$ cat src/hw/rtl/emwt_pkg.sv
// ----------------------------------------------------------------------------
// emwt_pkg
// Shared widths, register indexes and reset values for the epoch minimum
// watermark trigger.
// ----------------------------------------------------------------------------
package emwt_pkg;

	localparam int EPOCH_W      = 16;
	localparam int RATIO_W      = 10;
	localparam int LEVEL_W      = 48;
	localparam int CFG_INDEX_W  = 3;

	localparam int DEF_SAMPLE_WIDTH    = 48;
	localparam int DEF_RATIO_FRAC_BITS = 8;

	typedef enum logic [CFG_INDEX_W-1:0] {
		REG_EPOCH_LENGTH  = 3'd0,
		REG_COLLECT_RATIO = 3'd1,
		REG_EAGER_RATIO   = 3'd2,
		REG_NOTIFY_RATIO  = 3'd3,
		REG_INITIAL_LEVEL = 3'd4
	} cfg_reg_t;

	localparam logic [EPOCH_W-1:0] RST_EPOCH_LENGTH  = 16'd10;
	localparam logic [RATIO_W-1:0] RST_RATIO         = 10'd256;
	localparam logic [LEVEL_W-1:0] RST_INITIAL_LEVEL = 48'd0;
	localparam logic [EPOCH_W-1:0] RST_SAMPLE_COUNT  = 16'd1;

endpackage

$ cat src/hw/rtl/emwt_scaled_cmp.sv
// ----------------------------------------------------------------------------
// emwt_scaled_cmp
// Exact test level > mark * ratio, ratio in unsigned fixed point with
// RATIO_FRAC_BITS fraction bits. No rounding: the level is shifted up instead.
// ----------------------------------------------------------------------------
module emwt_scaled_cmp #(
	parameter int SAMPLE_WIDTH    = emwt_pkg::DEF_SAMPLE_WIDTH,
	parameter int RATIO_FRAC_BITS = emwt_pkg::DEF_RATIO_FRAC_BITS
) (
	input  logic [SAMPLE_WIDTH-1:0]      level,
	input  logic [SAMPLE_WIDTH-1:0]      mark,
	input  logic [emwt_pkg::RATIO_W-1:0] ratio,
	output logic                         above
);

	localparam int CW = SAMPLE_WIDTH +
		((RATIO_FRAC_BITS > emwt_pkg::RATIO_W) ? RATIO_FRAC_BITS : emwt_pkg::RATIO_W);

	logic [CW-1:0] level_scaled;
	logic [CW-1:0] mark_scaled;

	assign level_scaled = CW'(level) << RATIO_FRAC_BITS;
	assign mark_scaled  = CW'(mark) * CW'(ratio);
	assign above        = level_scaled > mark_scaled;

endmodule

$ cat src/hw/rtl/epoch_min_watermark_trigger.sv
// ----------------------------------------------------------------------------
// epoch_min_watermark_trigger
// Tracks the minimum usage sample over an epoch and, at each epoch close,
// tests it against scaled collect and notify watermarks.
// ----------------------------------------------------------------------------
// Pipeline: each sample passes the input register, then the result register;
// state update and all three scaled compares sit in the single stage
// between them.
// Throughput: one sample per cycle; a held result stalls input only when the
// input register is also full.
// Reset: config registers return to defaults, levels to 0, counter to 1.
module epoch_min_watermark_trigger #(
	parameter int SAMPLE_WIDTH    = emwt_pkg::DEF_SAMPLE_WIDTH,
	parameter int RATIO_FRAC_BITS = emwt_pkg::DEF_RATIO_FRAC_BITS
) (
	input  logic                             clk,
	input  logic                             arst_n,

	input  logic                             cfg_valid,
	output logic                             cfg_ready,
	input  logic [emwt_pkg::CFG_INDEX_W-1:0] cfg_index,
	input  logic [emwt_pkg::LEVEL_W-1:0]     cfg_data,

	input  logic                             in_valid,
	output logic                             in_ready,
	input  logic [SAMPLE_WIDTH-1:0]          usage_bytes,

	output logic                             out_valid,
	input  logic                             out_ready,
	output logic                             trigger_collect,
	output logic                             notify_reclaim,
	output logic                             epoch_closed
);

	// configuration
	logic [emwt_pkg::EPOCH_W-1:0] epoch_length_q;
	logic [emwt_pkg::RATIO_W-1:0] collect_ratio_q;
	logic [emwt_pkg::RATIO_W-1:0] eager_ratio_q;
	logic [emwt_pkg::RATIO_W-1:0] notify_ratio_q;

	// tracking state
	logic [emwt_pkg::EPOCH_W-1:0] sample_count_q;
	logic [SAMPLE_WIDTH-1:0]      epoch_low_q;
	logic [SAMPLE_WIDTH-1:0]      collect_mark_q;
	logic [SAMPLE_WIDTH-1:0]      notify_mark_q;
	logic                         notify_pending_q;

	// input stage
	logic                    valid_s1;
	logic [SAMPLE_WIDTH-1:0] usage_s1;

	// result register
	logic out_valid_q;
	logic trigger_q;
	logic notify_q;
	logic closed_q;

	logic                         advance;
	logic                         cfg_xfer;
	logic [63:0]                  init_wide;
	logic [SAMPLE_WIDTH-1:0]      init_level;
	logic [emwt_pkg::EPOCH_W-1:0] count_inc;
	logic                         close;
	logic                         above_collect;
	logic                         above_eager;
	logic                         above_notify;
	logic                         do_trigger;
	logic                         do_notify;
	logic [SAMPLE_WIDTH-1:0]      collect_next;
	logic [SAMPLE_WIDTH-1:0]      notify_next;
	logic                         pending_next;

	assign cfg_ready = 1'b1;
	assign cfg_xfer  = cfg_valid & cfg_ready;
	assign advance   = valid_s1 & (~out_valid_q | out_ready);
	assign in_ready  = ~valid_s1 | advance;

	assign init_wide  = 64'(cfg_data);
	assign init_level = init_wide[SAMPLE_WIDTH-1:0];

	assign count_inc = sample_count_q + emwt_pkg::EPOCH_W'(1);
	assign close     = count_inc == epoch_length_q;

	emwt_scaled_cmp #(
		.SAMPLE_WIDTH    (SAMPLE_WIDTH),
		.RATIO_FRAC_BITS (RATIO_FRAC_BITS)
	) u_cmp_collect (
		.level (epoch_low_q),
		.mark  (collect_mark_q),
		.ratio (collect_ratio_q),
		.above (above_collect)
	);

	emwt_scaled_cmp #(
		.SAMPLE_WIDTH    (SAMPLE_WIDTH),
		.RATIO_FRAC_BITS (RATIO_FRAC_BITS)
	) u_cmp_eager (
		.level (epoch_low_q),
		.mark  (collect_mark_q),
		.ratio (eager_ratio_q),
		.above (above_eager)
	);

	emwt_scaled_cmp #(
		.SAMPLE_WIDTH    (SAMPLE_WIDTH),
		.RATIO_FRAC_BITS (RATIO_FRAC_BITS)
	) u_cmp_notify (
		.level (epoch_low_q),
		.mark  (notify_mark_q),
		.ratio (notify_ratio_q),
		.above (above_notify)
	);

	// epoch close decision; marks then follow the minimum downward
	always_comb begin
		do_trigger   = above_collect & (notify_pending_q | above_eager);
		do_notify    = above_collect ? ~(notify_pending_q | above_eager) : above_notify;
		pending_next = notify_pending_q;
		if (above_collect && !do_trigger) begin
			pending_next = 1'b1;
		end else if (!above_collect && !above_notify) begin
			pending_next = 1'b0;
		end
		collect_next = do_trigger ? epoch_low_q : collect_mark_q;
		if (epoch_low_q < collect_next) begin
			collect_next = epoch_low_q;
		end
		notify_next = do_notify ? epoch_low_q : notify_mark_q;
		if (epoch_low_q < notify_next) begin
			notify_next = epoch_low_q;
		end
	end

	always_ff @(posedge clk or negedge arst_n) begin
		if (!arst_n) begin
			epoch_length_q  <= emwt_pkg::RST_EPOCH_LENGTH;
			collect_ratio_q <= emwt_pkg::RST_RATIO;
			eager_ratio_q   <= emwt_pkg::RST_RATIO;
			notify_ratio_q  <= emwt_pkg::RST_RATIO;
		end else if (cfg_xfer) begin
			unique case (cfg_index)
				emwt_pkg::REG_EPOCH_LENGTH:  epoch_length_q  <= cfg_data[emwt_pkg::EPOCH_W-1:0];
				emwt_pkg::REG_COLLECT_RATIO: collect_ratio_q <= cfg_data[emwt_pkg::RATIO_W-1:0];
				emwt_pkg::REG_EAGER_RATIO:   eager_ratio_q   <= cfg_data[emwt_pkg::RATIO_W-1:0];
				emwt_pkg::REG_NOTIFY_RATIO:  notify_ratio_q  <= cfg_data[emwt_pkg::RATIO_W-1:0];
				default: ;
			endcase
		end
	end

	always_ff @(posedge clk or negedge arst_n) begin
		if (!arst_n) begin
			sample_count_q   <= emwt_pkg::RST_SAMPLE_COUNT;
			epoch_low_q      <= SAMPLE_WIDTH'(emwt_pkg::RST_INITIAL_LEVEL);
			collect_mark_q   <= SAMPLE_WIDTH'(emwt_pkg::RST_INITIAL_LEVEL);
			notify_mark_q    <= SAMPLE_WIDTH'(emwt_pkg::RST_INITIAL_LEVEL);
			notify_pending_q <= 1'b0;
		end else if (cfg_xfer && cfg_index == emwt_pkg::REG_INITIAL_LEVEL) begin
			// writing the initial level restarts tracking
			sample_count_q   <= emwt_pkg::RST_SAMPLE_COUNT;
			epoch_low_q      <= init_level;
			collect_mark_q   <= init_level;
			notify_mark_q    <= init_level;
			notify_pending_q <= 1'b0;
		end else if (advance) begin
			if (close) begin
				sample_count_q   <= '0;
				epoch_low_q      <= usage_s1;
				collect_mark_q   <= collect_next;
				notify_mark_q    <= notify_next;
				notify_pending_q <= pending_next;
			end else begin
				sample_count_q <= count_inc;
				if (usage_s1 < epoch_low_q) begin
					epoch_low_q <= usage_s1;
				end
			end
		end
	end

	always_ff @(posedge clk or negedge arst_n) begin
		if (!arst_n) begin
			valid_s1 <= 1'b0;
		end else if (in_ready) begin
			valid_s1 <= in_valid;
		end
	end

	always_ff @(posedge clk) begin
		if (in_valid && in_ready) begin
			usage_s1 <= usage_bytes;
		end
	end

	always_ff @(posedge clk or negedge arst_n) begin
		if (!arst_n) begin
			out_valid_q <= 1'b0;
		end else if (advance) begin
			out_valid_q <= 1'b1;
		end else if (out_ready) begin
			out_valid_q <= 1'b0;
		end
	end

	always_ff @(posedge clk) begin
		if (advance) begin
			trigger_q <= close & do_trigger;
			notify_q  <= close & do_notify;
			closed_q  <= close;
		end
	end

	assign out_valid       = out_valid_q;
	assign trigger_collect = trigger_q;
	assign notify_reclaim  = notify_q;
	assign epoch_closed    = closed_q;

endmodule
$ cat config.mk
export PLATFORM = sky130hd
export DESIGN_NAME = epoch_min_watermark_trigger
export DESIGN_NICKNAME = d
export VERILOG_FILES = /design/src/hw/rtl/emwt_pkg.sv /design/src/hw/rtl/emwt_scaled_cmp.sv /design/src/hw/rtl/epoch_min_watermark_trigger.sv
export SDC_FILE = /design/constraint.sdc
export NUM_CORES = 2
export LEC_CHECK = 0
export ABC_CLOCK_PERIOD_IN_PS = 14500
export BUFFER_PORTS_ARGS = -buffer_cell sky130_fd_sc_hd__buf_4
export CORE_MARGIN = 2
export CORE_UTILIZATION = 35
export CTS_CLUSTER_DIAMETER = 50
export DETAILED_ROUTE_END_ITERATION = 8
export GPL_TIMING_DRIVEN = 1
export SLEW_MARGIN = 20
export SYNTH_ARGS = -nofsm -noshare
export SYNTH_HDL_FRONTEND = slang
export SYNTH_SLANG_ARGS = --single-unit
$ cat constraint.sdc
create_clock -name clk -period 14.5 [get_ports clk]
set_clock_uncertainty 0.2 [all_clocks]
set_input_delay 2.9 -clock clk [delete_from_list [all_inputs] [get_ports clk]]
set_output_delay 2.9 -clock clk [all_outputs]
set_load 0.03 [all_outputs]
# ---- Word-level counts from Yosys, hierarchy flattened
# Index checks and enable logic that the tools add are counted.
dict set report op_classes {
  mux 25
  order_cmp 6
  eq_ne 5
  n_addsub 1
  multipliers 3
  n_reduce_logical 20
  bitwise_logic 10
}
# op count
set ops {}
lappend ops {{48-bit 2-to-1 mux} 14}
lappend ops {{56-bit by 58-bit greater-than comparator with 1-bit output} 3}
lappend ops {{48-bit by 10-bit multiplier with 58-bit output} 3}
lappend ops {{48-bit less-than comparator} 3}
lappend ops {{16-bit 2-to-1 mux} 3}
lappend ops {{16-bit by 1-bit adder with 16-bit output, second input constant} 1}
lappend ops {{16-bit == test} 1}
lappend ops {{2-bit AND reduction} 6}
lappend ops {{1-bit 2-to-1 mux} 8}
lappend ops {{3-bit by 2-bit == test with 1-bit output, second input constant} 2}
lappend ops {{2-bit nonzero test} 3}
lappend ops {{3-bit nonzero test} 2}
lappend ops {{1-bit bitwise AND} 4}
lappend ops {{1-bit logical AND} 4}
lappend ops {{3-bit by 1-bit == test with 1-bit output, second input constant} 1}
lappend ops {{3-bit == test, second input constant} 1}
lappend ops {{1-bit logical NOT} 3}
lappend ops {{3-bit logical NOT} 1}
lappend ops {{1-bit NOT} 3}
lappend ops {{1-bit OR} 3}
lappend ops {{3-bit AND reduction} 1}
dict set report word_totals {
  regBits 260
  wordCells 85
  input_bits 104
  out_inout_bits 6
}

# ---- Logic depth before layout (Yosys ltp)
dict set report depth {
  ltp_word 11
  mapped_depth 54
}

# ---- Cells and area by module
# Synthesis repeated with hierarchy kept, for this count alone.
dict set report unflattened {
  cells_unflattened 7335
  area_unflattened_um2 64416.8
}
# module area_each_um2 cells_each instances seq_area_each_um2
set by_module_without_submodules {}
lappend by_module_without_submodules {epoch_min_watermark_trigger 16141.7 1635 1 6769.0}
lappend by_module_without_submodules {{emwt_scaled_cmp (u_cmp_eager)} 16109.2 1896 1 0.0}
lappend by_module_without_submodules {{emwt_scaled_cmp (u_cmp_notify)} 16102.9 1900 1 0.0}
lappend by_module_without_submodules {{emwt_scaled_cmp (u_cmp_collect)} 16062.9 1904 1 0.0}

# ---- Worst setup path before layout
# Ideal clock, no wire load.
dict set report synth_timing {
  kind {flip-flop to flip-flop}
  start {register collect_ratio_q[3] (netlist name)}
  end {register notify_mark_q[17]}
  path_buffers 6
  stages_incl_launch_ff 49
  path_slack_ps 3213
  t_arrival_ps 10957
  cell_sequence {dfrtp_1 > clkbuf_1 > buf_1 > nand2_1 > fa_1 > inv_1 > fa_1 > inv_1 > fa_1 > fa_1 > fa_1 > inv_1 > ha_1 > and4_1 > a221o_1 > a211oi_4 > a211o_1 > o21ai_0 > (+13 left out) > nor4_4 > mux2i_2 > buf_2 > buf_2 > a21oi_1 > ha_1 > nand4_1 > nor2_1 > and3_1 > and3_1 > nand3_1 > or4b_2 > nor3b_1 > a31o_2 > buf_4 > buf_4 > a21oi_1 > o21ai_1}
}
dict set report synth_via {
  elab_chain_cells 9
}
# item line
set synth_lines {}
lappend synth_lines {{from (decl)} epoch_min_watermark_trigger.sv:37} ;# logic [emwt_pkg::RATIO_W-1:0] collect_ratio_q;
lappend synth_lines {{from (signal assigned)} epoch_min_watermark_trigger.sv:137} ;# collect_ratio_q <= emwt_pkg::RST_RATIO;
lappend synth_lines {{from (signal assigned)} epoch_min_watermark_trigger.sv:143} ;# emwt_pkg::REG_COLLECT_RATIO: collect_ratio_q <= cfg_data[emwt_pkg::RATIO_W-1:0];
lappend synth_lines {{48-bit by 10-bit multiplier with 58-bit output (*)} emwt_scaled_cmp.sv:23} ;# assign mark_scaled = CW'(mark) * CW'(ratio);
lappend synth_lines {{56-bit by 58-bit greater-than comparator with 1-bit output (*)} emwt_scaled_cmp.sv:24} ;# assign above = level_scaled > mark_scaled;
lappend synth_lines {{1-bit 2-to-1 mux (*)} epoch_min_watermark_trigger.sv:117} ;# do_notify = above_collect ? ~(notify_pending_q | above_eager) : above_notify;
lappend synth_lines {{48-bit 2-to-1 mux (*)} epoch_min_watermark_trigger.sv:128} ;# notify_next = do_notify ? epoch_low_q : notify_mark_q;
lappend synth_lines {{48-bit less-than comparator} epoch_min_watermark_trigger.sv:129} ;# if (epoch_low_q < notify_next) begin
lappend synth_lines {{48-bit 2-to-1 mux (*)} epoch_min_watermark_trigger.sv:129}
lappend synth_lines {{48-bit 2-to-1 mux (*)} epoch_min_watermark_trigger.sv:166} ;# if (close) begin
lappend synth_lines {{48-bit 2-to-1 mux (*)} epoch_min_watermark_trigger.sv:165} ;# end else if (advance) begin
lappend synth_lines {{48-bit 2-to-1 mux (*)} epoch_min_watermark_trigger.sv:158} ;# end else if (cfg_xfer && cfg_index == emwt_pkg::REG_INITIAL_LEVEL) begin
lappend synth_lines {{to (signal assigned)} epoch_min_watermark_trigger.sv:156} ;# notify_mark_q <= SAMPLE_WIDTH'(emwt_pkg::RST_INITIAL_LEVEL);
lappend synth_lines {{to (signal assigned)} epoch_min_watermark_trigger.sv:163} ;# notify_mark_q <= init_level;
lappend synth_lines {{to (signal assigned)} epoch_min_watermark_trigger.sv:170} ;# notify_mark_q <= notify_next;
lappend synth_lines {{to (decl)} epoch_min_watermark_trigger.sv:45} ;# logic [SAMPLE_WIDTH-1:0] notify_mark_q;
# Mark *: on every way between the ends. The rest lies on a longest branch, timed or not. The select of a mux whose other input is x is not followed.
# A chain may end at the register's enable or synchronous reset.

# ---- Worst setup path in the final report
dict set report layout_timing {
  start {register collect_ratio_q[1] (netlist name)}
  end {register notify_mark_q[40]}
}
# The elaborated chain is that of the path after synthesis.

==> impl_metrics.xml <==
<?xml version="1.0" encoding="UTF-8"?>
<metrics>
  <group name="clocking">
    <metric name="clock_transition_at_the_registers_of_the_reported_paths" unit="ns">0.06</metric>
    <metric name="worst_skew_pair.late_latency" unit="ns">0.60</metric>
    <metric name="htreeDepth" unit="">2</metric>
    <metric name="clock_sinks" unit="">260</metric>
    <metric name="cts.path.max_buffers" unit="">3</metric>
    <metric name="cts_tree" unit="">built</metric>
    <metric name="cts_buffers" unit="">41</metric>
    <metric name="cts.root.buffer_cell" unit="">clkbuf_16</metric>
  </group>
  <group name="hold_path">
    <metric name="hp-class" unit="">reg2reg</metric>
  </group>
  <group name="setup_path">
    <metric name="cp_slowest_stage_delay" unit="ns">0.71</metric>
    <metric name="timing.critical_path.from_type" unit="">flip-flop</metric>
    <metric name="worst-endpoint-required" unit="ns">14.80</metric>
    <metric name="crit_path_end_kind" unit="">flip-flop</metric>
    <metric name="crit_slowest_cell" unit="">nor4_4</metric>
    <metric name="worst_path_arrival" unit="ns">13.98</metric>
    <metric name="path_max_fanout" unit="">38</metric>
    <metric name="worstSetupPathType" unit="">reg2reg</metric>
  </group>
  <group name="synthesis">
    <metric name="synth_seq_cells" unit="">260</metric>
    <metric name="synth-warning-count" unit="">0</metric>
    <metric name="ys.flop_type" unit="">dfrtp_1</metric>
    <metric name="synth_edf_count" unit="">51</metric>
    <metric name="synth_commonest_cells" unit="">inv_1 (1,180), fa_1 (1,098), nand2_1 (851)</metric>
    <metric name="net_count_after_synthesis" unit="">8936</metric>
    <metric name="syn-instance-count" unit="">7169</metric>
    <metric name="synth.area.top_cells" unit="">fa_1 (35%), ha_1 (11%), dfrtp_1 (8.0%)</metric>
    <metric name="synth_seq_area_share" unit="%">10.65</metric>
    <metric name="post_synth.cell_area_avg" unit="sq um">8.867</metric>
    <metric name="synthArstFlopShare" unit="%">80.38</metric>
    <metric name="syn-cell-area" unit="sq um">63570</metric>
    <metric name="yosys.cell_count.top_type" unit="">inv_1</metric>
    <metric name="post_synth_num_cell_types" unit="">86</metric>
    <metric name="synthDominantAreaCellType" unit="">fa_1</metric>
    <metric name="synth.top_cell.area_share" unit="%">34.58</metric>
  </group>
  <group name="floorplan">
    <metric name="pin_count" unit="">110</metric>
    <metric name="core.rowCount" unit="">156</metric>
    <metric name="die-width" unit="um">430.2</metric>
    <metric name="die_ar" unit="sq um">185100</metric>
    <metric name="floorplan.die.height" unit="um">430.2</metric>
    <metric name="placeable_core_area" unit="sq um">180500</metric>
    <metric name="start_util" unit="%">35.21</metric>
  </group>
  <group name="global_routing">
    <metric name="globalRoute.totalOverflow" unit="">0</metric>
    <metric name="via_count_of_the_first_global_routing_pass" unit="">52050</metric>
    <metric name="grt_first_pass_wirelength" unit="um">298500</metric>
    <metric name="grt_antenna_before_repair" unit="">3</metric>
    <metric name="grt_max_degree" unit="">89</metric>
    <metric name="groute.usage.overall" unit="%">20.35</metric>
  </group>
  <group name="timing">
    <metric name="period_needed" unit="ns">13.68</metric>
    <metric name="finalSetupViolCount" unit="">0</metric>
    <metric name="max_clock_freq" unit="MHz">73.08</metric>
    <metric name="fin_setup_tns" unit="ns">0</metric>
    <metric name="final-max-slew-violation-count" unit="">0</metric>
    <metric name="hold_viol_final" unit="">0</metric>
    <metric name="rsz0062_at_grt" unit="">false</metric>
    <metric name="post-route-period-util" unit="%">94.38</metric>
    <metric name="least_margin_pin_slew" unit="ns">1.057</metric>
    <metric name="slew_limit_headroom" unit="%">29.55</metric>
  </group>
  <group name="final_layout">
    <metric name="fillerInstances" unit="">18110</metric>
    <metric name="areaGrowthSynthToFinish" unit="%">7.357</metric>
    <metric name="layout.nets" unit="">8802</metric>
    <metric name="diode_count" unit="">0</metric>
    <metric name="drive_gt1_share" unit="%">5.844</metric>
  </group>
  <group name="drt">
    <metric name="route.vias.total" unit="">49800</metric>
    <metric name="total_length_of_routed_wires" unit="um">185700</metric>
    <metric name="drt_pre_antenna_iters" unit="">6</metric>
    <metric name="drt-wirelength-per-cell" unit="um">19.67</metric>
    <metric name="detail_route.vias_per_cell" unit="">5.277</metric>
    <metric name="number_of_nets_with_antenna_violations_after_routing" unit="">0</metric>
    <metric name="dr.first_iter.drc_count" unit="">3483</metric>
    <metric name="drc_errors" unit="">0</metric>
  </group>
  <group name="run">
    <metric name="drv.max_cap_violation_count" unit="">0</metric>
  </group>
  <group name="place">
    <metric name="dp_hpwl" unit="um">148900</metric>
    <metric name="gp_congestion" unit="">0.9489</metric>
    <metric name="buffer_ports.inserted" unit="">108</metric>
  </group>
  <group name="run_status">
    <metric name="status" unit="">finished clean</metric>
  </group>
</metrics>
per-layer routing:
layer | GRT usage (%) | vias up | routed length, um
met5 | 0 | - | 16
met4 | 8.820 | 2 | 9269
met3 | 1.650 | 328 | 8208
met2 | 33.66 | 1360 | 87300
met1 | 27.31 | 25550 | 80870
li1 | - | 22560 | -
final cells by class:
type	instances	area, sq um	share of cell area (%)
multi-input combinational	5320	50890	74.57
sequential	260	6771	9.922
inverter	1181	4433	6.496
tap	2370	2965	4.345
timing repair buffer	231	1819	2.666
clock buffer	46	1055	1.546
clock inverter	29	310.3	0.4547
flip-flops by register name, indices dropped and copies added, names as in the netlist, 10 cells and up:
name and cells:
usage_s1 48, collect_ratio_q 10, collect_mark_q 48, eager_ratio_q 10, notify_mark_q 48, epoch_low_q 48, notify_ratio_q 10, epoch_length_q 16
sample_count_q 16
cells by family (layout without fill, tap and decap cells):
group	after synthesis	after routing	share of synthesized area, %
AO/OA/AOI/OAI	1101	1101	11.18
XOR/XNOR	180	180	2.480
adder cells (fa/ha/maj)	1663	1663	45.70
buffers and inverters	1590	1487	9.501
flip-flops	260	260	10.65
multiplexers	192	192	3.165
other	1	1	0.005899
AND/OR/NAND/NOR	2182	2183	17.32
worst max-delay path: cells and delay by family (launching register included):
kind,cells,cell delay (ns)
AND/OR/NAND/NOR,9,2.00
multiplexers,1,0.53
XOR/XNOR,1,0.10
adder cells (fa/ha/maj),8,3.44
AO/OA/AOI/OAI,22,5.29
flip-flops,1,0.65
buffers and inverters,7,1.33
per-stage QoR:
stage               instances  hold slack, ns  util (%)  instance area [sq um]  setup WS (ns)
detailed placement       9358          0.2810     37.02                  66840         0.6990
global route             9437          0.3279     37.80                  68250        0.09989
CTS                      9433          0.2952     37.78                  68210         0.6686
finish                   9437          0.2975     37.80                  68250         0.8154
global placement         9356          0.2720     37.00                  66810         0.8261
floorplan                7169          0.2572         -                  63570          3.213
final timing paths:
| check | from | depth (start not counted) | slack [ns] | endpoint |
|---|---|---|---|---|
| worst max-delay path | collect_ratio_q[1] | 48 | 0.82 | notify_mark_q[40] |
| worst min-delay path | valid_s1 | 1 | 0.30 | out_valid |
| worst max register to register | collect_ratio_q[1] | 48 | 0.82 | notify_mark_q[40] |
| worst min register to register | valid_s1 | 1 | 0.30 | out_valid |
| max in group asynchronous | arst_n | 2 | 10.48 | epoch_low_q[26] |
| min in group asynchronous | arst_n | 1 | 2.08 | epoch_length_q[5] |
cell usage in the layout, fill, tap and decap left out, drive strengths merged, types with 33 or more instances in the layout:
cell type / n
nand2: 851
clkbuf: 46
o21ai: 212
ha: 565
a21oi: 388
inv: 1191
nand3: 68
mux2: 48
mux2i: 144
and3: 33
a211o: 55
buf: 230
a21o: 134
nor2: 169
dfrtp: 203
nor3: 82
edfxtp: 51
xnor2: 113
nand2b: 41
nand4: 78
xor2: 67
and2: 758
fa: 1098
a22o: 96
timing repair:
| action | in CTS | in global routing |
|---|---|---|
| buffers inserted | 0 | 3 |
| endpoints found under the setup margin | 0 | 74 |
| hold buffers | 0 | 0 |
| resized for setup | 0 | 2 |
Power is left out: the tool's default activity adds up to more than one toggle a clock period on the data nets, which glitch-free logic cannot reach.
